--- src/rtl/lars_pkg.sv ---
package lars_pkg;

   // default geometry of the line ring
   localparam int SLOT_COUNT_DEF  = 8;
   localparam int LINE_LENGTH_DEF = 64;

   // widest slot index and character position over the supported range
   localparam int SLOT_W_MAX = 6;
   localparam int POS_W_MAX  = 8;

   // line end characters
   localparam logic [7:0] CH_LF = 8'h0A;
   localparam logic [7:0] CH_CR = 8'h0D;

   // request kinds
   localparam logic KIND_BYTE = 1'b0;
   localparam logic KIND_TAKE = 1'b1;

   // take command handed from the front to the back
   typedef struct packed {
      logic                  no_line;
      logic [SLOT_W_MAX-1:0] slot;
   } cmd_type;

   // store update from the front: one character or one closed line length
   typedef struct packed {
      logic                  chr_we;
      logic                  len_we;
      logic [SLOT_W_MAX-1:0] slot;
      logic [POS_W_MAX-1:0]  pos;
      logic [7:0]            data;
   } wr_type;

endpackage

--- src/rtl/lars_cmd_fifo.sv ---
module lars_cmd_fifo import lars_pkg::*; (
   input  logic    clock,
   input  logic    reset,
   input  logic    push,
   input  cmd_type push_cmd,
   input  logic    pop,
   output logic    full,
   output logic    not_empty,
   output cmd_type head
);

   localparam int DEPTH = 2;
   localparam int PTR_W = $clog2(DEPTH);
   localparam int CNT_W = $clog2(DEPTH + 1);

   cmd_type           entry_ff [DEPTH];
   logic [PTR_W-1:0]  wr_ptr_ff;
   logic [PTR_W-1:0]  rd_ptr_ff;
   logic [CNT_W-1:0]  count_ff;

   assign full      = (count_ff == CNT_W'(DEPTH));
   assign not_empty = (count_ff != '0);
   assign head      = entry_ff[rd_ptr_ff];

   // store the pushed word
   always_ff @(posedge clock) begin
      if (push) begin
         entry_ff[wr_ptr_ff] <= push_cmd;
      end
   end

   // advance pointers and occupancy
   always_ff @(posedge clock) begin
      if (reset) begin
         wr_ptr_ff <= '0;
         rd_ptr_ff <= '0;
         count_ff  <= '0;
      end else begin
         if (push) begin
            wr_ptr_ff <= (wr_ptr_ff == PTR_W'(DEPTH - 1)) ? '0 : wr_ptr_ff + PTR_W'(1);
         end
         if (pop) begin
            rd_ptr_ff <= (rd_ptr_ff == PTR_W'(DEPTH - 1)) ? '0 : rd_ptr_ff + PTR_W'(1);
         end
         if (push && !pop) begin
            count_ff <= count_ff + CNT_W'(1);
         end else if (pop && !push) begin
            count_ff <= count_ff - CNT_W'(1);
         end
      end
   end

endmodule

--- config.mk ---
export PLATFORM = sky130hd
export DESIGN_NAME = lars_cmd_fifo
export DESIGN_NICKNAME = d
export VERILOG_FILES = /design/src/rtl/lars_pkg.sv /design/src/rtl/lars_cmd_fifo.sv
export SDC_FILE = /design/constraint.sdc
export NUM_CORES = 1
export LEC_CHECK = 0
export BUFFER_PORTS_ARGS = -buffer_cell sky130_fd_sc_hd__buf_2
export CAP_MARGIN = 20
export CORE_MARGIN = 5
export CORE_UTILIZATION = 30
export CTS_CLUSTER_SIZE = 28
export DETAILED_ROUTE_END_ITERATION = 8
export GPL_ROUTABILITY_DRIVEN = 0
export MAX_ROUTING_LAYER = met4
export RECOVER_POWER = 25
export SYNTH_ARGS = -nofsm -noshare
export SYNTH_HDL_FRONTEND = slang
export SYNTH_SLANG_ARGS = --single-unit
--- constraint.sdc ---
create_clock -name clock -period 2 [get_ports clock]
set_input_delay 0.3 -clock clock [delete_from_list [all_inputs] [get_ports clock]]
set_output_delay 0.3 -clock clock [all_outputs]
set_load 0.01 [all_outputs]
==> flow_summary.ini, run 1 <==
[routing]
drtIter0Drc = 8
drt_first_pass_iters = 4
routed_wl_um = 1110
via_per_inst = 4.25
drcViolationCount = 0
routedWlPerCell_um = 11.7
num_vias = 404
drtAntennaViolNets = 0

[setup_path]
crit_arrival_ps = 1310
path_max_fanout = 7
cp_top_family = flip-flops
crit_buf_inv = 1
critical_path.max_stage_delay_ps = 510
crit_chain = mux2_2 > buf_2
critPathCaptureType = output pin
criticalPathCategory = flop to output pin
cp.required_ps = 1700
path_depth = 2
rr_worst_depth = 3
rrSetupSlack_ps = 960
crit_path_top_delay_cell = dfxtp_1
start_kind = flop

[timing]
slew_viol_final = 0
setup-tns-final_ps = 0
maxSlewHeadroom_pct = 77.2
skew_ps = 2.07
worstMarginPinSlew_ps = 342
rsz0062_at_grt = false
period_minus_slack_ps = 1610
fin_crit_sh_pct = 80.3
finalHoldViolCount = 0
setup_viol = 0
fmax_mhz = 623

[placed_design]
hpwl_um = 849
port_buffers = 19
post-place-cells = 91

[pwr]
p_seq_share_pct = 61.6
p_comb_share_pct = 14.4
internal_power_mw = 0.591
peakVddDrop_mv = 0.414
p_switching_mw = 0.174
power_density_nw_per_um2 = 880
pwr-share-clk_pct = 24.0
p_leak_nw = 0.343
p_sw_share_pct = 22.8

[yosys]
synthMuxAreaShare_pct = 11.0
synth_seq_cells = 19
synthAdderAreaFrac_pct = 1.75
synth_simple_gate_area_share_pct = 6.83
syn_area_um2 = 714
synth_nets = 56
seq_area_frac_synth_pct = 72.9
synth_warnings = 0
synth_compound_area_share_pct = 1.40
synth_cell_types = 16
synth_cells = 44
syn_avg_cell_area_um2 = 16.2
synth_xor_xnor_area_share_pct = 4.90
synth_top_family_by_area = multiplexers

[clock_network]
cts.clk_slew.worst_paths_ps = 100
cts_root_buf = clkbuf_4
clockBufferDepth = 2
cts_tree = done
post-cts-setup-buffer-count = 0
hold_buffers = 0
cts-htree-levels = 1
clkLatencyLatePin_ps = 280
cts_buffers = 3
clkSinkCount = 19
cts.repair.resized = 0

[job]
drv_cap = 0

[status]
status = finished clean

[floorplanning]
ios = 20
start_util_pct = 32.0
fp.dieW_um = 58.8
dieArea_um2 = 3460
die_h_um = 58.8
core_region_area_um2 = 2230
num_rows = 17

[global_route]
grt_pass1_vias = 434
grt_pass1_wl_um = 1840
overflow = 0
grt_max_degree = 11
grt_antenna_before_repair = 0
grtUsageTotal_pct = 7.58

[final_layout]
n_fill_cell = 229
antenna_cells = 0
instances_no_fill = 95
drive_gt1_share_pct = 43.3
area_growth_pct = 21.7
fin_nets = 80

[hold_path]
hold_class = primary input to flop
holdPathStages = 1
==> cells in the final DEF (no fill, tap or decap) <==
cell,n
and2_1,1
clkbuf_1,4
a21oi_1,1
inv_1,1
buf_2,16
xnor2_1,2
or2_2,1
nor2_1,4
edfxtp_1,14
buf_4,1
ha_1,1
dfxtp_1,5
xor2_1,2
o21ai_0,1
nor2b_1,1
mux2_2,7
clkbuf_4,3
and2b_2,1
or3_1,1
==> logic make-up (layout without fill, tap and decap cells) <==
group / count (synthesis) / count (layout)
mux: 7 / 7
simple gates: 9 / 9
compound gates: 2 / 2
fa+ha+maj: 1 / 1
flops: 19 / 19
xor+xnor: 4 / 4
buf+inv: 2 / 25
==> metrics by stage <==
stage | power (mW) | utilization (%) | hold slack, ps | cell area [um2] | worst slack (ps)
floorplan | 0.546 | - | 369 | 714 | 834
global placement | 0.592 | 37.9 | 487 | 847 | 671
detailed placement | 0.595 | 37.9 | 493 | 847 | 665
CTS | 0.781 | 39.1 | 184 | 873 | 336
global route | 0.811 | 38.9 | 172 | 870 | 288
finish | 0.765 | 38.9 | 196 | 870 | 395
==> power groups by stage <==
stage                     clock (mW)  combinational, mW  sequential [mW]
final                          0.184              0.110            0.471
after global routing           0.211              0.124            0.476
after CTS                      0.195              0.114            0.472
after detailed placement           0              0.113            0.481
after global placement             0              0.111            0.480
after floorplan                    0             0.0737            0.473
==> layout make-up <==
cell class | instances | area (um2) | share of cell area, %
Multi-Input combinational cell | 23 | 185 | 21.3
Sequential cell | 19 | 520 | 59.9
Inverter | 1 | 3.75 | 0.432
Clock buffer | 4 | 26.3 | 3.02
Timing Repair Buffer | 20 | 98.8 | 11.4
Tap cell | 28 | 35.0 | 4.03
==> synthesized netlist by cell type (all sizes together) <==
library cell / count / area share [%]
or3: 1 / 0.88
and2b: 1 / 1.2
o21ai: 1 / 0.70
nor2b: 1 / 0.88
dfxtp: 5 / 14
buf: 1 / 0.70
inv: 1 / 0.52
mux2: 7 / 11
a21oi: 1 / 0.70
or2: 1 / 0.88
nor2: 4 / 2.1
and2: 1 / 0.88
xnor2: 2 / 2.5
ha: 1 / 1.8
xor2: 2 / 2.5
edfxtp: 14 / 59
==> final timing paths <==
| kind | endpoint | start |
|---|---|---|
| hold reg to reg | count_ff[1]$_SDFFE_PP0P_ | count_ff[1]$_SDFFE_PP0P_ |
| setup / recovery | head[0] | flop |
| hold / removal | entry_ff[1][2]$_DFFE_PP_ | push_cmd[2] |
| setup reg to reg | count_ff[1]$_SDFFE_PP0P_ | count_ff[0]$_SDFFE_PP0P_ |
==> sequential cells by signal, summed over array words and instances (netlist names), named ones only <==
signal	flops
wr_ptr_ff	1
count_ff	2
entry_ff	14
rd_ptr_ff	1
==> layer usage <==
layer / part of all wire, % / global-route usage, %
met4: 1.4 / 4.85
met1: 46 / 9.23
met2: 44 / 10.6
met5: 0 / -
met3: 8.2 / 2.63
No activity file was read; power rests on OpenSTA's default activity.
==> run 2, diff against run 1 <==
Settings changed: ABC_AREA from default to 1.
Clock period 2 ns to 1.5 ns, I/O delays scaled along.
==> flow_summary.ini, run 2 <==
[clock_network]
clkSinkCount = 19
cts_buffers = 3
cts_tree = done
cts-htree-levels = 1
clkLatencyLatePin_ps = 290
cts_root_buf = clkbuf_4
cts.clk_slew.worst_paths_ps = 100
clockBufferDepth = 2

[global_route]
overflow = 0
grt_pass1_vias = 470
grt_use_met1_pct = 10.3
grtUsageTotal_pct = 8.77
grt_antenna_before_repair = 0
grt_pass1_wl_um = 2140
use_met2_pct = 12.5
grt.busiest_layer = met2
grt_max_degree = 12
met3_usage_pct = 5.23

[routing]
via_per_inst = 4.25
drcViolationCount = 0
routed_wl_um = 1220
drt_first_pass_iters = 4
drtIter0Drc = 6
drtAntennaViolNets = 0
num_vias = 459
routedWlPerCell_um = 11.3

[yosys]
synth_seq_cells = 19
yosysTopAreaCell = edfxtp_1
synth_nets = 67
synth_warnings = 0
syn_area_um2 = 739
ys.flop_type = edfxtp_1
seq_area_frac_synth_pct = 70.4
syn_avg_cell_area_um2 = 13.4
synthTopCellsByCount = 14 x edfxtp_1, 8 x inv_1, 7 x mux2_2, 6 x nor2_1
synthArstFlopShare_pct = 0
synth_cell_types = 16
synth_most_common_cell = edfxtp_1
synth_cells = 55
synth_edf_count = 14
post-synth-top-area-fraction_pct = 56.9
synth_area_leaders = edfxtp_1 57%, dfxtp_1 14%, mux2_2 11%

[final_layout]
layout_commonest_cell = buf_2
largest_reg_flops = 14
fin_nets = 91
reg_top3 = entry_ff x14, count_ff x2
n_fill_cell = 237
antenna_cells = 0
drive_gt1_share_pct = 43.6
area_growth_pct = 21.7
fin_util_pct = 37.3
top_register = entry_ff
multi_input_area_um2 = 174
fin_area_um2 = 900
regArea_um2 = 524
final_cell_mix = 19 x buf_2, 14 x edfxtp_1, 8 x inv_1

[pwr]
fin_total_pwr_mw = 1.01
power_density_nw_per_um2 = 1120
p_leak_nw = 0.389
peakVddDrop_mv = 0.733

[timing]
worstMarginPinSlew_ps = 311
maxSlewHeadroom_pct = 79.2
skew_ps = 4.29
setup-tns-final_ps = 0
setup_viol = 0
layout_setup_ws_ps = 85.5
finalHoldViolCount = 0
fin_crit_sh_pct = 94.3
slew_viol_final = 0
rsz0062_at_grt = false
period_minus_slack_ps = 1410
fmax_mhz = 707

[setup_path]
cp.required_ps = 1270
start_kind = flop
crit_arrival_ps = 1190
path_max_fanout = 7
criticalPathCategory = flop to output pin
critical_path.max_stage_delay_ps = 410
crit_path_top_delay_cell = dfxtp_4
crit_chain = mux2_2 > buf_2
critPathCaptureType = output pin

[floorplanning]
start_util_pct = 30.7
num_rows = 18
fp.dieW_um = 59.6
core_region_area_um2 = 2410
ios = 20
die_h_um = 59.6
dieArea_um2 = 3560

[placed_design]
hpwl_um = 951
port_buffers = 19
dpl_cell_area_um2 = 868
post-place-ws_ps = 260

[hold_path]
hold_class = primary input to flop

[job]
drv_cap = 0

[status]
status = finished clean
==> run 2: cell types whose count changed in the layout (fill, tap and decap cells not counted), sizes merged, moves of 2 or more <==
| cell | previous run | this run |
|---|---|---|
| nand2 | 0 | 6 |
| nor2 | 4 | 6 |
| clkbuf | 7 | 3 |
| buf | 17 | 20 |
| xor2 | 2 | 0 |
| inv | 1 | 9 |
==> run 2: what timing repair did <==
action                     4_1_cts  5_1_grt
setup buffers                    0        0
hold buffers                     0        0
resized for setup                1        1
setup endpoints to repair        7        7
==> run 2: layer usage <==
layer / routed length [um] / up-vias
li1: - / 231
met5: 0 / -
met3: 145 / 2
met1: 509 / 207
met2: 559 / 19
met4: 8 / 0
==> run 2: cells by family (layout without fill, tap and decap cells) <==
| group | count (synthesis) | after routing | share of synthesized area (%) |
|---|---|---|---|
| buffers and inverters | 10 | 33 | 6.09 |
| muxes | 7 | 7 | 10.7 |
| AOI/OAI and AO/OA | 2 | 2 | 1.35 |
| adders and majority gates | 1 | 1 | 1.69 |
| xor gates and xnor gates | 1 | 1 | 1.18 |
| and+or+nand+nor | 15 | 15 | 8.63 |
| DFF | 19 | 19 | 70.4 |
==> run 2: worst max-delay path: cells and delay by family (launching register included) <==
family,cells,cell delay [ps]
flip-flops,1,410
multiplexers,1,350
buffers and inverters,1,140
==> run 2: final timing paths <==
| path | start | end | slack (ps) | cells past startpoint |
|---|---|---|---|---|
| worst max-delay path | flop | head[4] | 90 | 2 |
| worst min-delay path | push_cmd[2] | entry_ff[1][2]$_DFFE_PP_ | 110 | 1 |
| worst max register to register | wr_ptr_ff$_SDFFE_PP0P_ | entry_ff[1][6]$_DFFE_PP_ | 510 | 2 |
| worst min register to register | rd_ptr_ff$_SDFFE_PP0P_ | rd_ptr_ff$_SDFFE_PP0P_ | 530 | 2 |
==> run 2: area by class of cell <==
type / count / share of cell area, %
Multi-Input combinational cell: 26 / 19.3
Inverter: 9 / 3.76
Timing Repair Buffer: 20 / 11.4
Clock inverter: 1 / 0.556
Tap cell: 30 / 4.17
Clock buffer: 3 / 2.50
Sequential cell: 19 / 58.3
==> run 2: power by group <==
group	leakage [nW]	total, mW	internal (mW)	switching (mW)
clock network	0.0177	0.247	0.0992	0.148
logic	0.198	0.138	0.0668	0.0716
registers	0.174	0.619	0.600	0.0189
total	0.389	1.01	0.766	0.239
==> run 2: per-stage QoR <==
| step | hold slack, ps | instances |
|---|---|---|
| CTS | 98.3 | 108 |
| detailed placement | 418 | 104 |
| finish | 114 | 108 |
| floorplan | 297 | 55 |
| global placement | 414 | 104 |
| global route | 76.6 | 108 |
