**config.mk**
```make
export PLATFORM = sky130hd
export DESIGN_NAME = lars_front
export DESIGN_NICKNAME = d
export VERILOG_FILES = /design/src/rtl/lars_pkg.sv /design/src/rtl/lars_front.sv
export SDC_FILE = /design/constraint.sdc
export NUM_CORES = 1
export LEC_CHECK = 0
export BUFFER_PORTS_ARGS = -buffer_cell sky130_fd_sc_hd__buf_2
export CAP_MARGIN = 30
export CORE_ASPECT_RATIO = 0.7
export CORE_UTILIZATION = 40
export CTS_CLUSTER_DIAMETER = 150
export DETAILED_ROUTE_END_ITERATION = 16
export HOLD_SLACK_MARGIN = 0.1
export PLACE_DENSITY_LB_ADDON = 0.05
export SETUP_SLACK_MARGIN = 0.15
export SLEW_MARGIN = 0
export SYNTH_ARGS = -nofsm -noshare
export SYNTH_HDL_FRONTEND = slang
export SYNTH_SLANG_ARGS = --single-unit
```
**constraint.sdc**
```tcl
create_clock -name clock -period 2.8 [get_ports clock]
set_input_delay 0 -clock clock [delete_from_list [all_inputs] [get_ports clock]]
set_output_delay 0 -clock clock [all_outputs]
set_load 0.01 [all_outputs]
```
**src/rtl/lars_pkg.sv**
```systemverilog
package lars_pkg;

   // default geometry of the line ring
   localparam int SLOT_COUNT_DEF  = 8;
   localparam int LINE_LENGTH_DEF = 64;

   // widest slot index and character position over the supported range
   localparam int SLOT_W_MAX = 6;
   localparam int POS_W_MAX  = 8;

   // line end characters
   localparam logic [7:0] CH_LF = 8'h0A;
   localparam logic [7:0] CH_CR = 8'h0D;

   // request kinds
   localparam logic KIND_BYTE = 1'b0;
   localparam logic KIND_TAKE = 1'b1;

   // take command handed from the front to the back
   typedef struct packed {
      logic                  no_line;
      logic [SLOT_W_MAX-1:0] slot;
   } cmd_type;

   // store update from the front: one character or one closed line length
   typedef struct packed {
      logic                  chr_we;
      logic                  len_we;
      logic [SLOT_W_MAX-1:0] slot;
      logic [POS_W_MAX-1:0]  pos;
      logic [7:0]            data;
   } wr_type;

endpackage

```
**src/rtl/lars_front.sv**
```systemverilog
module lars_front import lars_pkg::*; #(
   parameter int SLOT_COUNT  = SLOT_COUNT_DEF,
   parameter int LINE_LENGTH = LINE_LENGTH_DEF
) (
   input  logic                          clock,
   input  logic                          reset,
   input  logic                          start,
   output logic                          busy,
   input  logic                          req_kind,
   input  logic [7:0]                    req_rx_byte,
   input  logic                          fifo_full,
   input  logic [$clog2(SLOT_COUNT)-1:0] commit_slot,
   output logic                          cmd_push,
   output cmd_type                       cmd,
   output wr_type                        wr
);

   localparam int SLOT_W = $clog2(SLOT_COUNT);
   localparam int POS_W  = $clog2(LINE_LENGTH);

   logic [SLOT_W-1:0] write_slot_ff, write_slot_in;
   logic [SLOT_W-1:0] read_slot_ff, read_slot_in;
   logic [POS_W-1:0]  char_pos_ff, char_pos_in;
   logic [SLOT_W-1:0] write_next;
   logic [SLOT_W-1:0] read_next;
   logic              accept;

   function automatic logic [SLOT_W-1:0] next_slot(input logic [SLOT_W-1:0] s);
      logic [SLOT_W-1:0] n;
      if (s == SLOT_W'(SLOT_COUNT - 1)) begin
         n = '0;
      end else begin
         n = s + SLOT_W'(1);
      end
      return n;
   endfunction

   assign write_next = next_slot(write_slot_ff);
   assign read_next  = next_slot(read_slot_ff);

   // hold input while the queue is full or a line end would reach a slot still streaming
   assign busy   = fifo_full || ((commit_slot != read_slot_ff) && (write_next == commit_slot));
   assign accept = start && !busy;

   // classify the word: append, close the line, or queue a take
   always_comb begin
      write_slot_in = write_slot_ff;
      read_slot_in  = read_slot_ff;
      char_pos_in   = char_pos_ff;
      cmd_push      = 1'b0;
      cmd.no_line   = (read_slot_ff == write_slot_ff);
      cmd.slot      = SLOT_W_MAX'(read_slot_ff);
      wr.chr_we     = 1'b0;
      wr.len_we     = 1'b0;
      wr.slot       = SLOT_W_MAX'(write_slot_ff);
      wr.pos        = POS_W_MAX'(char_pos_ff);
      wr.data       = req_rx_byte;
      if (accept) begin
         case (req_kind)
            KIND_BYTE: begin
               // drop everything while the ring is full
               if (write_next != read_slot_ff) begin
                  if ((req_rx_byte == CH_LF) || (req_rx_byte == CH_CR)) begin
                     wr.len_we     = 1'b1;
                     write_slot_in = write_next;
                     char_pos_in   = '0;
                  end else if (char_pos_ff < POS_W'(LINE_LENGTH - 1)) begin
                     wr.chr_we   = 1'b1;
                     char_pos_in = char_pos_ff + POS_W'(1);
                  end
               end
            end
            KIND_TAKE: begin
               cmd_push = 1'b1;
               if (read_slot_ff != write_slot_ff) begin
                  read_slot_in = read_next;
               end
            end
            default: begin
               cmd_push = 1'b0;
            end
         endcase
      end
   end

   always_ff @(posedge clock) begin
      if (reset) begin
         write_slot_ff <= '0;
         read_slot_ff  <= '0;
         char_pos_ff   <= '0;
      end else begin
         write_slot_ff <= write_slot_in;
         read_slot_ff  <= read_slot_in;
         char_pos_ff   <= char_pos_in;
      end
   end

endmodule

```
==> flow_metrics.env, run 1 <==
export IMPL_hold_path_class="in2reg"
export IMPL_grt_overflow=0
export IMPL_initialDrtViolationCount=34
export IMPL_drive_gt1_share_pct=35.4
export IMPL_startpoint="write_slot_ff[0]$_SDFFE_PP0P_"
export IMPL_place_gp_congestion=0.783
export IMPL_firstDrtPassIters=4
export IMPL_netlist_area_um2=1020
export IMPL_synthToLayoutAreaGrowth_pct=16.8
export IMPL_period_needed_ns=2.42
export IMPL_numCtsBuffers=3
export IMPL_r2r_end="write_slot_ff[0]$_SDFFE_PP0P_"
export IMPL_setup_violations=0
export IMPL_synth_ff_type="dfxtp_1"
export IMPL_ios=49
export IMPL_h_tree_depth=1
export IMPL_dpl_cell_area_um2=1150
export IMPL_root_buffer="clkbuf_4"
export IMPL_rows=14
export IMPL_reg2reg_depth=7
export IMPL_dp_hpwl_um=1770
export IMPL_cts_sinks=12
export IMPL_finalCritPeriodShare_pct=86.5
export IMPL_antenna_found_initial=0
export IMPL_clkTransAtPathRegs_ns=0.09
export IMPL_synth_distinct_cells=36
export IMPL_r2r_slack_ns=0.42
export IMPL_die_h_um=44.3
export IMPL_wl_um=2160
export IMPL_fin_nets=169
export IMPL_cp_endpoint="wr[22]"
export IMPL_synth_seq_cells=12
export IMPL_startpoint_type="flip-flop"
export IMPL_ys_seq_area_share_pct=23.4
export IMPL_maxCapViolCount=0
export IMPL_syn_inst=114
export IMPL_r2r_start="write_slot_ff[0]$_SDFFE_PP0P_"
export IMPL_drcViolationCount=0
export IMPL_cp_required_ns=2.80
export IMPL_die_area_um2=2770
export IMPL_outcome="finished clean"
export IMPL_cts_tree="built"
export IMPL_rsz0062_at_grt="no"
export IMPL_numPortBuffers=40
export IMPL_start_util_pct=45.0
export IMPL_p_leak_nw=0.614
export IMPL_finalSetupTns_ns=0
export IMPL_synth_top_area_share_pct=23.4
export IMPL_synthArstFlopShare_pct=0
export IMPL_vias_per_cell=4.80
export IMPL_fmax_ghz=0.413
export IMPL_cts_path_max_buffers=2
export IMPL_crit_arrival_ns=2.42
export IMPL_hold_viol_final=0
export IMPL_synth_edf_count=0
export IMPL_grt_pass1_wl_um=3520
export IMPL_crit_fanout=8
export IMPL_fin_area_um2=1200
export IMPL_grt_max_degree=18
export IMPL_n_antenna_cell=0
export IMPL_skew_ns=0.0141
export IMPL_avgSynthCellArea_um2=8.99
export IMPL_yosys_area_top_type="dfxtp_1"
export IMPL_yosysMostFrequentCell="buf_4"
export IMPL_grt_pass1_vias=759
export IMPL_wl_per_cell_um=12.1
export IMPL_drtAntennaViolNets=0
export IMPL_power_density_nw_per_um2=320
export IMPL_coreArea_um2=2280
export IMPL_vias=860
export IMPL_critPathCaptureType="output pin"
export IMPL_dieWidth_um=62.5
export IMPL_ys_warn_count=0
export IMPL_synth_area_top_cells="dfxtp_1 23%, buf_4 12%, mux2i_1 6.8%, ha_1 6.1%, xnor2_1 5.1%"
export IMPL_clk_latency_ns=0.28
export IMPL_ir_worst_vdd_v=0.000253
export IMPL_netlist_top_cells_count="16 x buf_4, 12 x dfxtp_1, 8 x nor2_1"
export IMPL_fillers=231
export IMPL_crit_type="reg2out"
export IMPL_track_usage_pct=16.6
export IMPL_report_final_slew_viol_count=0
export IMPL_post_cts_setup_buffer_count=0
[flip-flops by register name (all words and copies together) (netlist names)]
name and flops:
char_pos_ff 6, read_slot_ff 3, write_slot_ff 3
[routing by layer]
metal | up-vias | track usage (%) | share of wire (%)
li1 | 442 | - | -
met1 | 376 | 24.7 | 54
met2 | 40 | 24.3 | 39
met3 | 2 | 4.90 | 6.9
met4 | 0 | 1.40 | 0.37
met5 | - | 0 | 0
[report_power, final]
| part | total (W) | internal, W | switching, W |
|---|---|---|---|
| Sequential | 0.000178 | 0.000174 | 0.00000408 |
| Clock | 0.000140 | 0.0000790 | 0.0000611 |
| Combinational | 0.0000659 | 0.0000286 | 0.0000373 |
[critical path: stages, from the launching register on]
cell and delay (ns):
dfxtp_1 0.39, ha_1 0.23, ha_1 0.35, xor2_1 0.25, nor4_4 0.07, a21oi_2 0.33
and3_1 0.33, buf_2 0.18
[metrics by stage]
| stage | total power [W] | utilization, % | worst slack (ns) | std cells | hold slack [ns] |
|---|---|---|---|---|---|
| finish | 0.000384 | 52.6 | 0.377 | 179 | 0.111 |
| detailed placement | 0.000247 | 50.5 | 0.436 | 174 | 0.201 |
| global route | 0.000402 | 52.6 | 0.196 | 179 | 0.143 |
| floorplan | 0.000233 | - | 0.582 | 121 | 0.0918 |
| global placement | 0.000246 | 50.5 | 0.490 | 174 | 0.200 |
| CTS | 0.000387 | 52.6 | 0.353 | 179 | 0.123 |
[worst min path at each step]
| stage | start | to | slack, ns | depth (start not counted) |
|---|---|---|---|---|
| after floorplan | req_rx_byte[0] | wr[0] | 0.09 | 1 |
| after global placement | req_rx_byte[5] | wr[5] | 0.20 | 2 |
| after detailed placement | req_rx_byte[5] | wr[5] | 0.20 | 2 |
| after CTS | fifo_full | char_pos_ff[3]$_SDFFE_PP0P_ | 0.12 | 4 |
| after global routing | fifo_full | char_pos_ff[3]$_SDFFE_PP0P_ | 0.14 | 4 |
| final | fifo_full | char_pos_ff[3]$_SDFFE_PP0P_ | 0.11 | 4 |
[cells by family after synthesis]
kind of cell | Yosys count | synth area share, %
and+or+nand+nor | 38 | 21.6
buffers and inverters | 23 | 15.1
AOI/OAI and AO/OA | 14 | 13.7
xor gates and xnor gates | 12 | 10.3
DFF | 12 | 23.4
muxes | 9 | 9.40
adders and majority gates | 5 | 6.11
other | 1 | 0.366
[cells in the final DEF, fill, tap and decap left out, drive strengths merged, types with 2 or more instances in the layout]
| cell | synthesis | routed |
|---|---|---|
| o311ai | 2 | 2 |
| nor3 | 4 | 4 |
| buf | 18 | 40 |
| ha | 5 | 5 |
| nand2 | 2 | 2 |
| mux2 | 2 | 2 |
| a31oi | 2 | 2 |
| conb | 1 | 8 |
| nand3 | 4 | 4 |
| nand2b | 7 | 7 |
| a31o | 2 | 2 |
| nor2b | 2 | 2 |
| xor2 | 6 | 6 |
| and3 | 5 | 5 |
| nor2 | 8 | 8 |
| inv | 4 | 4 |
| a211oi | 3 | 3 |
| xnor2 | 6 | 6 |
| dfxtp | 12 | 12 |
| clkbuf | 1 | 4 |
| mux2i | 7 | 7 |
| nor4 | 2 | 2 |
[repair_timing]
action,4_1_cts,5_1_grt
gates resized for setup,0,0
hold buffers,1,0
hold endpoints to repair,5,0
[layout make-up]
| type | instances | area (um2) | share of cell area (%) |
|---|---|---|---|
| Clock buffer | 4 | 36.3 | 3.03 |
| Sequential cell | 12 | 240 | 20.1 |
| Tap cell | 32 | 40.0 | 3.34 |
| Inverter | 4 | 15.0 | 1.25 |
| Multi-Input combinational cell | 86 | 656 | 54.8 |
| Timing Repair Buffer | 41 | 210 | 17.6 |
(Power assumes the default switching activity.)
==> run 2, diff against run 1 <==
Clock period 2.8 ns to 2.6 ns, I/O delays scaled along.
==> run 2 against run 1 <==
Setup slack got worse by 0.069 ns. Largest power group unchanged. Register-to-register slack got worse by 0.08 ns. Via count rose by 3.3%. Final cell count did not move. Clock power rose by 6%. Clock skew fell by 0.013 ns. Die area did not move.
==> flow_metrics.env, run 2 (synthesis results as in run 1) <==
export IMPL_outcome="finished clean"
export IMPL_crit_type="reg2out"
export IMPL_crit_path_cell_trace="ha_1 > ha_1 > xnor2_1 > a311oi_4 > and3_1 > buf_2"
export IMPL_cts_sinks=12
export IMPL_fin_area_um2=1210
export IMPL_clkTransAtPathRegs_ns=0.08
export IMPL_numCtsBuffers=3
export IMPL_die_h_um=44.3
export IMPL_n_antenna_cell=0
export IMPL_hold_start="fifo_full"
export IMPL_critPathCaptureType="output pin"
export IMPL_wl_um=2210
export IMPL_layout_commonest_cell="buf_2"
export IMPL_initialDrtViolationCount=21
export IMPL_skew_ns=0.00128
export IMPL_final_cell_mix="40 x buf_2, 11 x dfxtp_1, 8 x nor2_1, 8 x conb_1"
export IMPL_r2r_start="write_slot_ff[0]$_SDFFE_PP0P_"
export IMPL_largest_reg_flops=6
export IMPL_hold_viol_final=0
export IMPL_h_tree_depth=1
export IMPL_rows=14
export IMPL_fmax_ghz=0.436
export IMPL_wl_per_cell_um=12.4
export IMPL_grt_pass1_vias=738
export IMPL_maxCapViolCount=0
export IMPL_startpoint_type="flip-flop"
export IMPL_cts_tree="built"
export IMPL_multi_input_area_um2=663
export IMPL_power_density_nw_per_um2=342
export IMPL_grt_pass1_wl_um=3570
export IMPL_cts_path_max_buffers=2
export IMPL_synthToLayoutAreaGrowth_pct=17.7
export IMPL_ios=49
export IMPL_path_delay_family="adder cells"
export IMPL_hold_path_class="in2reg"
export IMPL_report_final_slew_viol_count=0
export IMPL_cp_required_ns=2.60
export IMPL_place_gp_congestion=0.818
export IMPL_ir_worst_vdd_v=0.000248
export IMPL_coreArea_um2=2280
export IMPL_crit_arrival_ns=2.29
export IMPL_reg_top3="char_pos_ff (6), read_slot_ff (3), write_slot_ff (3)"
export IMPL_fillers=243
export IMPL_antenna_found_initial=0
export IMPL_track_usage_pct=16.7
export IMPL_hold_end="char_pos_ff[3]$_SDFFE_PP0P_"
export IMPL_drive_gt1_share_pct=36.1
export IMPL_rsz0062_at_grt="no"
export IMPL_grt_max_degree=18
export IMPL_post_cts_setup_buffer_count=0
export IMPL_r2r_slack_ns=0.34
export IMPL_vias_per_cell=4.96
export IMPL_root_buffer="clkbuf_4"
export IMPL_dp_hpwl_um=1750
export IMPL_r2r_end="write_slot_ff[0]$_SDFFE_PP0P_"
export IMPL_path_buf_inv=1
export IMPL_dieWidth_um=62.5
export IMPL_dpl_cell_area_um2=1150
export IMPL_die_area_um2=2770
export IMPL_drcViolationCount=0
export IMPL_grt_overflow=0
export IMPL_crit_fanout=8
export IMPL_drtAntennaViolNets=0
export IMPL_p_leak_nw=0.616
export IMPL_top_register="char_pos_ff"
export IMPL_fin_nets=169
export IMPL_vias=888
export IMPL_finalCritPeriodShare_pct=88.2
export IMPL_clk_latency_ns=0.27
export IMPL_finalSetupTns_ns=0
export IMPL_ff_latch_area_um2=241
export IMPL_setup_violations=0
export IMPL_min_path_cells=4
export IMPL_start_util_pct=45.0
export IMPL_numPortBuffers=40
export IMPL_cpMaxStageDelayCell="a311oi_4"
export IMPL_reg2reg_depth=6
export IMPL_crit_top_cell="ha_1"
export IMPL_cp_slowest_stage_delay_ns=0.42
export IMPL_firstDrtPassIters=4
export IMPL_period_needed_ns=2.29
==> run 2: cell types whose count changed in the layout (fill, tap and decap cells not counted) <==
| cell | change |
|---|---|
| a21oi_4 | +1 |
| a21oi_2 | -1 |
| dfxtp_1 | -1 |
| dfxtp_2 | +1 |
==> run 2: repair_timing <==
| item | 4_1_cts | 5_1_grt |
|---|---|---|
| hold buffers | 1 | 0 |
| gates resized for setup | 0 | 2 |
| hold endpoints to repair | 3 | 0 |
| endpoints found under the setup margin | 0 | 3 |
==> run 2: worst min-delay path, stage by stage <==
cell and delay (ns):
buf_2 0.13, a21oi_4 0.06, nand4_1 0.07, o311ai_1 0.08
==> run 2: per-layer routing <==
metal	routed length (um)	share of wire, %	GRT usage (%)	vias up
li1	-	-	-	448
met1	1160	52	24.3	407
met2	904	41	24.8	33
met3	153	6.9	5.41	0
met4	0	0	1.40	0
met5	0	0	0	-
==> run 2: stage by stage <==
| step | hold WS [ns] | total power, W | setup slack [ns] | utilization [%] | cells |
|---|---|---|---|---|---|
| final | 0.115 | 0.000412 | 0.308 | 53.0 | 179 |
| after global routing | 0.150 | 0.000437 | 0.178 | 53.0 | 179 |
| after CTS | 0.108 | 0.000417 | 0.175 | 52.6 | 179 |
| after detailed placement | 0.201 | 0.000266 | 0.221 | 50.5 | 174 |
| after global placement | 0.199 | 0.000265 | 0.302 | 50.5 | 174 |
| after floorplan | 0.0918 | 0.000251 | 0.382 | - | 121 |
==> run 2: how the worst max path moves through the flow <==
stage                                   from                       endpoint  slack [ns]  cells after the start
2_1_floorplan  write_slot_ff[0]$_SDFFE_PP0P_  write_slot_ff[0]$_SDFFE_PP0P_        0.38                      8
3_3_place_gp   write_slot_ff[0]$_SDFFE_PP0P_  write_slot_ff[0]$_SDFFE_PP0P_        0.30                      7
3_5_place_dp   write_slot_ff[0]$_SDFFE_PP0P_  write_slot_ff[0]$_SDFFE_PP0P_        0.22                      7
4_1_cts        write_slot_ff[0]$_SDFFE_PP0P_                         wr[22]        0.17                      7
5_1_grt        write_slot_ff[0]$_SDFFE_PP0P_                         wr[23]        0.18                      7
6_report       write_slot_ff[0]$_SDFFE_PP0P_                         wr[22]        0.31                      6
==> run 2: final cells by class <==
| type | instances | area share [%] |
|---|---|---|
| Sequential cell | 12 | 20.0 |
| Clock buffer | 4 | 3.01 |
| Tap cell | 32 | 3.32 |
| Timing Repair Buffer | 41 | 17.4 |
| Multi-Input combinational cell | 86 | 55.0 |
| Inverter | 4 | 1.24 |
==> run 2: power breakdown <==
part	switching, W	total [W]	internal (W)
registers	0.00000440	0.000191	0.000187
clock network	0.0000634	0.000148	0.0000851
logic	0.0000413	0.0000727	0.0000314
total	0.000109	0.000412	0.000303
==> run 3, diff against run 2 <==
Settings changed: ABC_AREA from default to 1, CORE_UTILIZATION 40 to 33.
==> run 3 against run 2 <==
Combinational power up 27%. Final area up 13%. Fmax up 5.6%. Setup slack better by 0.12 ns. Die area up 33%. Critical endpoint is now wr[23].
==> flow_metrics.env, run 3 <==
export IMPL_outcome="finished clean"
export IMPL_coreArea_um2=3210
export IMPL_cts_sinks=12
export IMPL_startpoint_type="flip-flop"
export IMPL_skew_ns=0.00542
export IMPL_synthAdderAreaFrac_pct=5.49
export IMPL_reg_top3="char_pos_ff (6), read_slot_ff (3), write_slot_ff (3)"
export IMPL_cpMaxStageDelayCell="dfxtp_1"
export IMPL_die_h_um=51.1
export IMPL_clk_latency_ns=0.25
export IMPL_path_buf_inv=2
export IMPL_crit_type="reg2out"
export IMPL_holdWs_ns=0.137
export IMPL_synth_xor_area_share_pct=9.23
export IMPL_dpl_cell_area_um2=1300
export IMPL_vias_per_cell=4.36
export IMPL_synth_seq_cells=12
export IMPL_crit_cells=11
export IMPL_power_density_nw_per_um2=368
export IMPL_critPathCaptureType="output pin"
export IMPL_root_buffer="clkbuf_8"
export IMPL_n_antenna_cell=0
export IMPL_synthToLayoutAreaGrowth_pct=19.8
export IMPL_finalCritPeriodShare_pct=83.5
export IMPL_track_usage_pct=15.8
export IMPL_power_frac_seq_pct=38.6
export IMPL_synth_top_area_share_pct=21.1
export IMPL_report_final_slew_viol_count=0
export IMPL_netSwitchingFraction_pct=28.4
export IMPL_drtAntennaViolNets=0
export IMPL_grt_pass1_wl_um=4400
export IMPL_synth_area_top_cells="dfxtp_1 21%, buf_4 11%, nand2_1 9.9%, nor2_1 9.2%, inv_1 6.3%"
export IMPL_cts_resized=0
export IMPL_period_needed_ns=2.17
export IMPL_synth_ff_type="dfxtp_1"
export IMPL_ys_warn_count=0
export IMPL_largest_reg_flops=6
export IMPL_vias=1095
export IMPL_internal_power_w=0.000359
export IMPL_crit_path_cell_trace="ha_1 > ha_1 > inv_1 > nand2_1 > nand2_1 > nand2_1 > nor2_1 > a21oi_2 > nand3_1 > nor3b_1 > buf_2"
export IMPL_drive_gt1_share_pct=28.9
export IMPL_dpl_cell_count=246
export IMPL_fillers=350
export IMPL_cts_path_max_buffers=2
export IMPL_hold_path_class="in2reg"
export IMPL_crit_arrival_ns=2.17
export IMPL_yosysMostFrequentCell="nand2_1"
export IMPL_dp_hpwl_um=2150
export IMPL_dieWidth_um=72.2
export IMPL_fin_nets=226
export IMPL_maxCapViolCount=0
export IMPL_synth_top_family_by_area="simple AND/OR/NAND/NOR gates"
export IMPL_crit_fanout=6
export IMPL_clkTransAtPathRegs_ns=0.06
export IMPL_synthMuxAreaShare_pct=0
export IMPL_avgSynthCellArea_um2=6.74
export IMPL_grt_max_degree=12
export IMPL_wl_per_cell_um=10.6
export IMPL_ios=49
export IMPL_reg2reg_depth=12
export IMPL_syn_inst=169
export IMPL_synth_distinct_cells=31
export IMPL_wl_um=2660
export IMPL_numCtsBuffers=3
export IMPL_grt_overflow=0
export IMPL_p_leak_nw=0.705
export IMPL_yosys_area_top_type="dfxtp_1"
export IMPL_die_area_um2=3690
export IMPL_setup_violations=0
export IMPL_hold_viol_final=0
export IMPL_rsz0062_at_grt="no"
export IMPL_fin_area_um2=1360
export IMPL_cp_required_ns=2.60
export IMPL_antenna_found_initial=0
export IMPL_grt_pass1_vias=958
export IMPL_netlist_top_cells_count="30 x nand2_1, 28 x nor2_1, 19 x inv_1"
export IMPL_ir_worst_vdd_v=0.000180
export IMPL_start_util_pct=35.4
export IMPL_cp_slowest_stage_delay_ns=0.36
export IMPL_initialDrtViolationCount=39
export IMPL_path_delay_family="simple AND/OR/NAND/NOR gates"
export IMPL_synth_compound_area_share_pct=5.05
export IMPL_place_gp_congestion=0.793
export IMPL_firstDrtPassIters=4
export IMPL_min_path_cells=4
export IMPL_cts_tree="built"
export IMPL_finalSetupTns_ns=0
export IMPL_p_clk_share_pct=43.1
export IMPL_drcViolationCount=0
export IMPL_numPortBuffers=40
export IMPL_fin_cells=251
export IMPL_synth_simple_area_share_pct=40.9
export IMPL_synth_edf_count=0
export IMPL_p_sw_w=0.000143
export IMPL_netlist_area_um2=1140
export IMPL_crit_top_cell="nand2_1"
export IMPL_rows=17
export IMPL_h_tree_depth=1
export IMPL_fmax_ghz=0.461
export IMPL_comb_power_share_pct=18.4
export IMPL_p_total_w=0.000502
export IMPL_top_register="char_pos_ff"
export IMPL_synthArstFlopShare_pct=0
export IMPL_final_cell_mix="40 x buf_2, 30 x nand2_1, 28 x nor2_1"
export IMPL_layout_commonest_cell="buf_2"
export IMPL_ys_seq_area_share_pct=21.1
## run 3: cell count changes after synthesis, sizes merged, moves of 6 or more
cell,delta
inv,+16
nand2b,-6
mux2i,-7
nand2,+30
nor2,+24
nand3,+12
## run 3: worst min-delay path, stage by stage
cell and delay (ns):
buf_2 0.16, nor2_8 0.08, nand3_2 0.06, a21oi_2 0.04
## run 3: power groups by stage
stage               Clock [W]  Combinational [W]  Sequential [W]
finish               0.000216          0.0000922        0.000194
global route         0.000233           0.000104        0.000194
detailed placement          0          0.0000914        0.000198
global placement            0          0.0000912        0.000197
floorplan                   0          0.0000706        0.000198
CTS                  0.000222          0.0000929        0.000194
## run 3: path summary, 6_finish.rpt
kind	start	end	slack (ns)
max	write_slot_ff[0]$_SDFFE_PP0P_	wr[23]	0.43
min	req_kind	char_pos_ff[5]$_SDFFE_PP0P_	0.14
max reg2reg	write_slot_ff[0]$_SDFFE_PP0P_	char_pos_ff[1]$_SDFFE_PP0P_	0.64
min reg2reg	char_pos_ff[5]$_SDFFE_PP0P_	char_pos_ff[5]$_SDFFE_PP0P_	0.50
## run 3: repair_timing
| item | 4_1_cts | 5_1_grt |
|---|---|---|
| endpoints found under the setup margin | 0 | 0 |
| setup buffers | 0 | 0 |
| endpoints found under the hold margin | 1 | 0 |
| hold buffers | 1 | 0 |
## run 3: layer usage
metal | vias to the layer above | global-route usage, % | wire length (um)
met3 | 2 | 5.13 | 210
li1 | 578 | - | -
met1 | 475 | 21.6 | 1380
met2 | 40 | 24.5 | 1060
met4 | 0 | 2.94 | 12
met5 | - | 0 | 0
## run 3: metrics by stage
stage,setup WS (ns),util (%)
2_1_floorplan,0.790,-
3_3_place_gp,0.698,40.4
3_5_place_dp,0.628,40.4
4_1_cts,0.412,42.5
5_1_grt,0.220,42.5
6_report,0.429,42.5
## run 3: kinds of logic after synthesis
family / count (synthesis)
AO/OA/AOI/OAI: 8
XOR/XNOR: 12
adder cells (fa/ha/maj): 5
buffers and inverters: 38
flip-flops: 12
other: 1
AND/OR/NAND/NOR: 93
## run 3: area by class of cell
class,instances,area [um2],area share [%]
repair buffers,41,210,15.4
multi-input cells,126,721,52.8
flip-flops and latches,12,240,17.6
inverters,21,78.8,5.78
well taps,47,58.8,4.31
clock buffers,4,55.1,4.04
